[config.mk]
export PLATFORM = sky130hd
export DESIGN_NAME = accel_ema_rest_detector_unit
export DESIGN_NICKNAME = d
export VERILOG_FILES = /design/src/rtl/core/aerd_pkg.sv /design/src/rtl/core/aerd_lane.sv /design/src/rtl/core/aerd_merge.sv /design/src/rtl/core/accel_ema_rest_detector_unit.sv
export SDC_FILE = /design/constraint.sdc
export NUM_CORES = 2
export LEC_CHECK = 0
export BUFFER_PORTS_ARGS = -buffer_cell sky130_fd_sc_hd__buf_2
export CAP_MARGIN = 30
export CELL_PAD_IN_SITES_DETAIL_PLACEMENT = 1
export CELL_PAD_IN_SITES_GLOBAL_PLACEMENT = 1
export CORE_UTILIZATION = 55
export CTS_CLUSTER_SIZE = 12
export DETAILED_ROUTE_END_ITERATION = 12
export PLACE_DENSITY = 0.95
export SLEW_MARGIN = 10
export SYNTH_ARGS = -nofsm -noshare
export SYNTH_HDL_FRONTEND = slang
export SYNTH_SLANG_ARGS = --single-unit
export TNS_END_PERCENT = 10
[constraint.sdc]
create_clock -name clk_i -period 25.6 [get_ports clk_i]
set_clock_uncertainty 0.1 [all_clocks]
set_input_delay 7.68 -clock clk_i [delete_from_list [all_inputs] [get_ports clk_i]]
set_output_delay 7.68 -clock clk_i [all_outputs]
set_load 0.01 [all_outputs]
[src/rtl/core/aerd_pkg.sv]
// Shared widths, register indexes and reset values for the rest detector.
package aerd_pkg;

  localparam int unsigned SampleW  = 16;
  localparam int unsigned EmaW     = 24;
  localparam int unsigned GainW    = 16;
  localparam int unsigned MarginW  = 23;
  localparam int unsigned TimeoutW = 16;
  localparam int unsigned ElapsedW = 8;
  localparam int unsigned IdleW    = 16;
  localparam int unsigned NumAxes  = 3;

  localparam int unsigned CfgIdxW  = 2;
  localparam int unsigned CfgDataW = 23;

  localparam logic [CfgIdxW-1:0] RegGain    = 2'd0;
  localparam logic [CfgIdxW-1:0] RegMargin  = 2'd1;
  localparam logic [CfgIdxW-1:0] RegTimeout = 2'd2;

  localparam logic [GainW-1:0]    GainRst    = 16'd6554;
  localparam logic [MarginW-1:0]  MarginRst  = 23'd10486;
  localparam logic [TimeoutW-1:0] TimeoutRst = 16'd5000;

  localparam logic [IdleW-1:0] IdleMax = {IdleW{1'b1}};

endpackage

[src/rtl/core/aerd_lane.sv]
// One axis: moving average update and per-axis stillness test.
module aerd_lane (
  input  logic                                clk_i,
  input  logic                                rst_ni,
  input  logic                                en_i,
  input  logic signed [aerd_pkg::SampleW-1:0] sample_i,
  input  logic [aerd_pkg::GainW-1:0]          gain_i,
  input  logic [aerd_pkg::MarginW-1:0]        margin_i,
  output logic signed [aerd_pkg::EmaW-1:0]    ema_o,
  output logic                                still_o
);

  logic signed [aerd_pkg::EmaW-1:0] ema_q, ema_d;
  logic                             still_q, still_d;
  logic signed [aerd_pkg::EmaW-1:0] target;
  logic signed [aerd_pkg::EmaW:0]   diff;
  logic signed [41:0]               prod;
  logic signed [aerd_pkg::EmaW:0]   delta;
  logic [aerd_pkg::EmaW:0]          mag;

  always_comb begin
    target  = {sample_i, 8'h00};
    diff    = {target[aerd_pkg::EmaW-1], target} - {ema_q[aerd_pkg::EmaW-1], ema_q};
    prod    = 42'(diff) * $signed({26'd0, gain_i});
    // Arithmetic shift by 16 rounds toward minus infinity.
    delta   = prod[40:16];
    mag     = delta[aerd_pkg::EmaW] ? 25'(-delta) : 25'(delta);
    ema_d   = ema_q + delta[aerd_pkg::EmaW-1:0];
    still_d = mag < {2'b00, margin_i};
  end

  always_ff @(posedge clk_i or negedge rst_ni) begin
    if (!rst_ni) begin
      ema_q   <= '0;
      still_q <= 1'b0;
    end else if (en_i) begin
      ema_q   <= ema_d;
      still_q <= still_d;
    end
  end

  assign ema_o   = ema_q;
  assign still_o = still_q;

endmodule

[src/rtl/core/aerd_merge.sv]
// Combines the lane stillness flags into the idle counter and display flag.
module aerd_merge (
  input  logic                              clk_i,
  input  logic                              rst_ni,
  input  logic                              en_i,
  input  logic [aerd_pkg::NumAxes-1:0]      still_i,
  input  logic [aerd_pkg::ElapsedW-1:0]     elapsed_i,
  input  logic [aerd_pkg::TimeoutW-1:0]     timeout_i,
  output logic                              moving_o,
  output logic                              display_on_o
);

  logic [aerd_pkg::IdleW-1:0] idle_q, idle_d;
  logic                       moving_q, moving_d;
  logic                       display_q, display_d;
  logic [aerd_pkg::IdleW:0]   sum;
  logic                       all_still;

  always_comb begin
    all_still = &still_i;
    sum       = {1'b0, idle_q} + {{(aerd_pkg::IdleW + 1 - aerd_pkg::ElapsedW){1'b0}}, elapsed_i};
    if (!all_still) begin
      idle_d = '0;
    end else if (sum[aerd_pkg::IdleW]) begin
      idle_d = aerd_pkg::IdleMax;
    end else begin
      idle_d = sum[aerd_pkg::IdleW-1:0];
    end
    moving_d  = !all_still;
    display_d = idle_d <= timeout_i;
  end

  always_ff @(posedge clk_i or negedge rst_ni) begin
    if (!rst_ni) begin
      idle_q    <= '0;
      moving_q  <= 1'b0;
      display_q <= 1'b0;
    end else if (en_i) begin
      idle_q    <= idle_d;
      moving_q  <= moving_d;
      display_q <= display_d;
    end
  end

  assign moving_o     = moving_q;
  assign display_on_o = display_q;

endmodule

[src/rtl/core/accel_ema_rest_detector_unit.sv]
// Top level: three-axis moving average rest detector with config registers.
// Registers: the lane stage, then the merge and output stage; a stalled
// output holds its result in the output stage and stalls the lane stage.
// Throughput: one sample per cycle while out_stall_i is low; each lane's
// average loops through one subtract, one 25x17 multiply and one add in logic.
// Reset clears the lane averages, idle counter and valid flags, and loads the
// register defaults (gain 6554, margin 10486, timeout 5000 ms).
module accel_ema_rest_detector_unit (
  input  logic                                clk_i,
  input  logic                                rst_ni,
  input  logic                                in_valid_i,
  output logic                                in_stall_o,
  input  logic signed [aerd_pkg::SampleW-1:0] sample_x_i,
  input  logic signed [aerd_pkg::SampleW-1:0] sample_y_i,
  input  logic signed [aerd_pkg::SampleW-1:0] sample_z_i,
  input  logic [aerd_pkg::ElapsedW-1:0]       elapsed_ms_i,
  output logic                                out_valid_o,
  input  logic                                out_stall_i,
  output logic signed [aerd_pkg::EmaW-1:0]    avg_x_o,
  output logic signed [aerd_pkg::EmaW-1:0]    avg_y_o,
  output logic signed [aerd_pkg::EmaW-1:0]    avg_z_o,
  output logic                                moving_o,
  output logic                                display_on_o,
  input  logic                                cfg_valid_i,
  output logic                                cfg_ready_o,
  input  logic [aerd_pkg::CfgIdxW-1:0]        cfg_index_i,
  input  logic [aerd_pkg::CfgDataW-1:0]       cfg_data_i
);

  logic [aerd_pkg::GainW-1:0]    gain_q;
  logic [aerd_pkg::MarginW-1:0]  margin_q;
  logic [aerd_pkg::TimeoutW-1:0] timeout_q;

  logic                          s1_valid_q, s1_valid_d;
  logic [aerd_pkg::ElapsedW-1:0] elapsed_q;
  logic                          out_valid_q, out_valid_d;
  logic signed [aerd_pkg::EmaW-1:0] avg_x_q, avg_y_q, avg_z_q;

  logic                          accept, advance, out_free;
  logic [aerd_pkg::NumAxes-1:0]  still;
  logic signed [aerd_pkg::EmaW-1:0] ema_x, ema_y, ema_z;

  assign cfg_ready_o = 1'b1;

  always_ff @(posedge clk_i or negedge rst_ni) begin
    if (!rst_ni) begin
      gain_q    <= aerd_pkg::GainRst;
      margin_q  <= aerd_pkg::MarginRst;
      timeout_q <= aerd_pkg::TimeoutRst;
    end else if (cfg_valid_i) begin
      unique case (cfg_index_i)
        aerd_pkg::RegGain:    gain_q    <= cfg_data_i[aerd_pkg::GainW-1:0];
        aerd_pkg::RegMargin:  margin_q  <= cfg_data_i[aerd_pkg::MarginW-1:0];
        aerd_pkg::RegTimeout: timeout_q <= cfg_data_i[aerd_pkg::TimeoutW-1:0];
        default: ;
      endcase
    end
  end

  // The lane registers hold the stage-one payload; the output register
  // takes it whenever it is empty or its result is being transferred.
  always_comb begin
    out_free    = !out_valid_q || !out_stall_i;
    advance     = s1_valid_q && out_free;
    in_stall_o  = s1_valid_q && !out_free;
    accept      = in_valid_i && !in_stall_o;
    s1_valid_d  = accept || (s1_valid_q && !out_free);
    out_valid_d = advance || (out_valid_q && out_stall_i);
  end

  always_ff @(posedge clk_i or negedge rst_ni) begin
    if (!rst_ni) begin
      s1_valid_q  <= 1'b0;
      out_valid_q <= 1'b0;
    end else begin
      s1_valid_q  <= s1_valid_d;
      out_valid_q <= out_valid_d;
    end
  end

  always_ff @(posedge clk_i) begin
    if (accept) begin
      elapsed_q <= elapsed_ms_i;
    end
    if (advance) begin
      avg_x_q <= ema_x;
      avg_y_q <= ema_y;
      avg_z_q <= ema_z;
    end
  end

  aerd_lane u_lane_x (
    .clk_i   (clk_i),
    .rst_ni  (rst_ni),
    .en_i    (accept),
    .sample_i(sample_x_i),
    .gain_i  (gain_q),
    .margin_i(margin_q),
    .ema_o   (ema_x),
    .still_o (still[0])
  );

  aerd_lane u_lane_y (
    .clk_i   (clk_i),
    .rst_ni  (rst_ni),
    .en_i    (accept),
    .sample_i(sample_y_i),
    .gain_i  (gain_q),
    .margin_i(margin_q),
    .ema_o   (ema_y),
    .still_o (still[1])
  );

  aerd_lane u_lane_z (
    .clk_i   (clk_i),
    .rst_ni  (rst_ni),
    .en_i    (accept),
    .sample_i(sample_z_i),
    .gain_i  (gain_q),
    .margin_i(margin_q),
    .ema_o   (ema_z),
    .still_o (still[2])
  );

  aerd_merge u_merge (
    .clk_i       (clk_i),
    .rst_ni      (rst_ni),
    .en_i        (advance),
    .still_i     (still),
    .elapsed_i   (elapsed_q),
    .timeout_i   (timeout_q),
    .moving_o    (moving_o),
    .display_on_o(display_on_o)
  );

  assign out_valid_o = out_valid_q;
  assign avg_x_o     = avg_x_q;
  assign avg_y_o     = avg_y_q;
  assign avg_z_o     = avg_z_q;

endmodule
==> results_dict.tcl, run 1 <==
set metrics [dict create \
    grt_max_degree 82 \
    yosysWarnings 0 \
    overflow 383 \
    place_congestion 0.975 \
    synth_top_area_share_pct 37.6 \
    ys.flop_type "dfrtp_1" \
    cts.root.buffer_cell "clkbuf_16" \
    clk_path_buf_depth 3 \
    port_buffers 161 \
    dp_hpwl_um 188000 \
    start_util_pct 55.5 \
    place_ws_ns 5.12 \
    cts_setup_buffers 0 \
    ys_ff_latch 230 \
    h-tree-depth 1 \
    synth_async_sr_flop_share_pct 65.2 \
    num_rows 121 \
    synth_edf_count 80 \
    synth_cells 6789 \
    ys_seq_area_share_pct 10.2 \
    die_w_um 333 \
    first-error "[ERROR GRT-0232] Routing congestion too high. Check the congestion heatmap in the GUI." \
    syn_nets 8526 \
    cts_hold_buf 0 \
    ios 163 \
    yosys.area.top_type "fa_1" \
    failed_stage "global routing (5_1_grt)" \
    die_h_um 333 \
    numCtsBuffers 27 \
    grtUsageTotal_pct 78.2 \
    status "did not finish" \
    yosys-top-cells-area "fa_1 (38%), ha_1 (11%), inv_1 (9.6%)" \
    numClockSinks 230 \
    avgSynthCellArea_um2 8.89 \
    synth_area_um2 60400 \
    cts_resized 0 \
    synthDistinctLibCells 112 \
]
cell usage after synthesis (16+ instances only):
library cell  instances
a211oi_1             35
a21o_1               83
a21oi_1             216
and2_1              555
and3_1               28
buf_2                16
clkbuf_1            238
dfrtp_1             130
dfstp_2              20
edfxtp_1             80
fa_1               1135
ha_1                516
inv_1              1543
mux2_2               59
nand2_1             878
nand2b_1             25
nand3_1              57
nand4_1              31
nor2_1              161
nor2b_1              20
nor3_1               57
o211ai_1             21
o21a_1               34
o21ai_0             191
o21bai_1             21
o31ai_1              22
or3_1                23
xnor2_1             203
xor2_1              107
per-stage QoR:
stage	hold WS, ns	std cells	util, %	instance area [um2]
3_5_place_dp	0.354	8202	57.8	62900
2_1_floorplan	0.325	6789	-	60400
3_3_place_gp	0.344	8195	57.7	62800
4_1_cts	0.379	8251	58.6	63800
metal layers:
metal	overflow	GRT usage, %
met5	9	60.3
met4	127	75.9
met2	178	89.8
met3	40	71.5
met1	29	74.9
kinds of logic after synthesis:
group,after synthesis,synth area share (%)
AND/OR/NAND/NOR,1915,15.6
other,1,0.00621
flip-flops,230,10.2
AO/OA/AOI/OAI,803,8.73
multiplexers,62,1.15
adder cells (fa/ha/maj),1661,48.5
buffers and inverters,1807,11.3
XOR/XNOR,310,4.50
==> run 2, diff against run 1 <==
--- a/config.mk
+++ b/config.mk
@@ -7,12 +7,9 @@
 export LEC_CHECK = 0
 export BUFFER_PORTS_ARGS = -buffer_cell sky130_fd_sc_hd__buf_2
 export CAP_MARGIN = 30
-export CELL_PAD_IN_SITES_DETAIL_PLACEMENT = 1
-export CELL_PAD_IN_SITES_GLOBAL_PLACEMENT = 1
-export CORE_UTILIZATION = 55
-export CTS_CLUSTER_SIZE = 12
+export CORE_UTILIZATION = 40
 export DETAILED_ROUTE_END_ITERATION = 12
-export PLACE_DENSITY = 0.95
+export PLACE_DENSITY_LB_ADDON = 0.15
 export SLEW_MARGIN = 10
 export SYNTH_ARGS = -nofsm -noshare
 export SYNTH_HDL_FRONTEND = slang
==> run 2 against run 1 <==
Compared with the run above: the flow now finishes without violations; synthesized cell count is the same; area after synthesis is the same.
==> results_dict.tcl, run 2 <==
set metrics [dict create \
    status "finished, final reports clean" \
    drt_iter0_markers 2898 \
    ios 163 \
    drive_gt1_share_pct 7.06 \
    ys_ff_latch 230 \
    vias 45600 \
    cts_setup_buffers 0 \
    hold_viol 0 \
    die_w_um 390 \
    grtUsageTotal_pct 23.9 \
    nets 8574 \
    grt_max_degree 84 \
    start_util_pct 40.3 \
    min_period_ns 19.33 \
    cp_common_cell "fa_1" \
    end_kind "register" \
    critPathKind "primary input to register" \
    worst_slew_margin_rel_pct 30.1 \
    routedWlPerCell_um 19.8 \
    cts_tree "yes" \
    h-tree-depth 1 \
    drcViolationCount 0 \
    drv_cap 0 \
    final_common_cell "inv_1" \
    die_area_um2 152000 \
    cts_resized 0 \
    numCtsBuffers 28 \
    port_buffers 161 \
    areaGrowthSynthToFinish_pct 7.18 \
    period_share_pct 75.5 \
    clk_pin_slew_worst_paths_ns 0.07 \
    setup_violations 0 \
    mostFrequentLayoutCells "inv_1 (1541), fa_1 (1135), nand2_1 (877)" \
    n_antenna_cell 0 \
    setup_ws_ns 6.27 \
    start_kind "primary input" \
    synth_top_area_share_pct 37.6 \
    ys.flop_type "dfrtp_1" \
    placedCellCount 8821 \
    min_path_type "register to register" \
    synth_area_um2 60400 \
    timing_max_transition_violations_final 0 \
    yosysMostFrequentCell "inv_1" \
    postRouteAntennaNets 0 \
    n_fill_cell 15000 \
    rsz0062_at_grt "no" \
    synth_edf_count 80 \
    setup-tns-final_ns 0 \
    grt_pass1_vias 48000 \
    syn_nets 8526 \
    cts_hold_buf 0 \
    drtPass1Iterations 6 \
    arrival_ns 19.75 \
    die_h_um 390 \
    synth_commonest_cells "inv_1 (1543), fa_1 (1135), nand2_1 (878)" \
    viasPerCell 5.14 \
    ys_seq_area_share_pct 10.2 \
    core_um2 150000 \
    place_congestion 0.880 \
    overflow 0 \
    synth_async_sr_flop_share_pct 65.2 \
    instances_no_fill 8875 \
    cts.root.buffer_cell "clkbuf_16" \
    place_ws_ns 5.80 \
    antenna_found_initial 7 \
    crit_fanout 23 \
    clock_latency_ns 0.64 \
    yosys.area.top_type "fa_1" \
    timing.fmax_mhz 51.7 \
    num_rows 142 \
    yosys-top-cells-area "fa_1 (38%), ha_1 (11%), inv_1 (9.6%)" \
    tightest_slew_ns 1.03 \
    max_stage_delay_ns 1.00 \
    drt-total-wl_um 176000 \
    cpMaxStageDelayCell "fa_1" \
    cp_data_required_time_ns 26.02 \
    numClockSinks 230 \
    clk_path_buf_depth 3 \
    avgSynthCellArea_um2 8.89 \
    synth_cells 6789 \
    grt_pass1_wl_um 282000 \
    synthDistinctLibCells 112 \
    dp_hpwl_um 136000 \
    yosysWarnings 0 \
]
## run 2: cell counts after synthesis
No cell type changed its count.
## run 2: cell type report
| type | instances | area (um2) | share of cell area, % |
|---|---|---|---|
| multi-input combinational | 4752 | 47400 | 73.3 |
| sequential | 230 | 6190 | 9.57 |
| tap | 2016 | 2520 | 3.90 |
| clock buffer | 40 | 840 | 1.30 |
| timing repair buffer | 281 | 1760 | 2.72 |
| inverter | 1544 | 5800 | 8.96 |
| clock inverter | 12 | 171 | 0.265 |
## run 2: path summary, 6_finish.rpt
kind	from	to	slack, ns	cells after the start
setup / recovery	sample_z_i[0]	u_lane_z.still_o	6.27	44
hold / removal	u_lane_z.ema_o[23]	avg_z_o[23]	0.37	0
setup reg to reg	u_lane_z.ema_o[0]	u_lane_z.still_o	12.53	44
hold reg to reg	u_lane_z.ema_o[23]	avg_z_o[23]	0.37	0
max in group asynchronous	rst_ni	u_lane_z.ema_o[0]	17.39	2
min in group asynchronous	rst_ni	u_merge.idle_q[2]	6.82	1
## run 2: worst max-delay path, delay by kind of cell
kind	cells	cell delay [ns]
AND/OR/NAND/NOR	6	0.85
buffers and inverters	4	0.28
AO/OA/AOI/OAI	22	5.04
XOR/XNOR	2	0.95
multiplexers	1	0.43
adder cells (fa/ha/maj)	9	4.53
## run 2: kinds of logic after synthesis
group | after synthesis | share of synthesized area [%]
AND/OR/NAND/NOR | 1915 | 15.6
buffers and inverters | 1807 | 11.3
adder cells (fa/ha/maj) | 1661 | 48.5
AO/OA/AOI/OAI | 803 | 8.73
XOR/XNOR | 310 | 4.50
flip-flops | 230 | 10.2
multiplexers | 62 | 1.15
other | 1 | 0.00621
## run 2: per-layer routing
| metal | GRT usage, % | wire length (um) | vias up |
|---|---|---|---|
| li1 | - | - | 20900 |
| met1 | 34.7 | 81700 | 23300 |
| met2 | 38.7 | 80800 | 1209 |
| met3 | 2.00 | 9220 | 162 |
| met4 | 5.36 | 4200 | 2 |
| met5 | 0 | 13 | - |
## run 2: stage by stage
stage / area [um2] / hold slack (ns) / util, %
6_report: 64700 / 0.372 / 43.2
5_1_grt: 64700 / 0.381 / 43.2
4_1_cts: 64700 / 0.376 / 43.2
3_5_place_dp: 63700 / 0.353 / 42.5
3_3_place_gp: 63600 / 0.353 / 42.5
2_1_floorplan: 60400 / 0.325 / -
Power of run 2 is left out: the tool's default activity adds up to more than one toggle a clock period on the data nets, which glitch-free logic cannot reach.
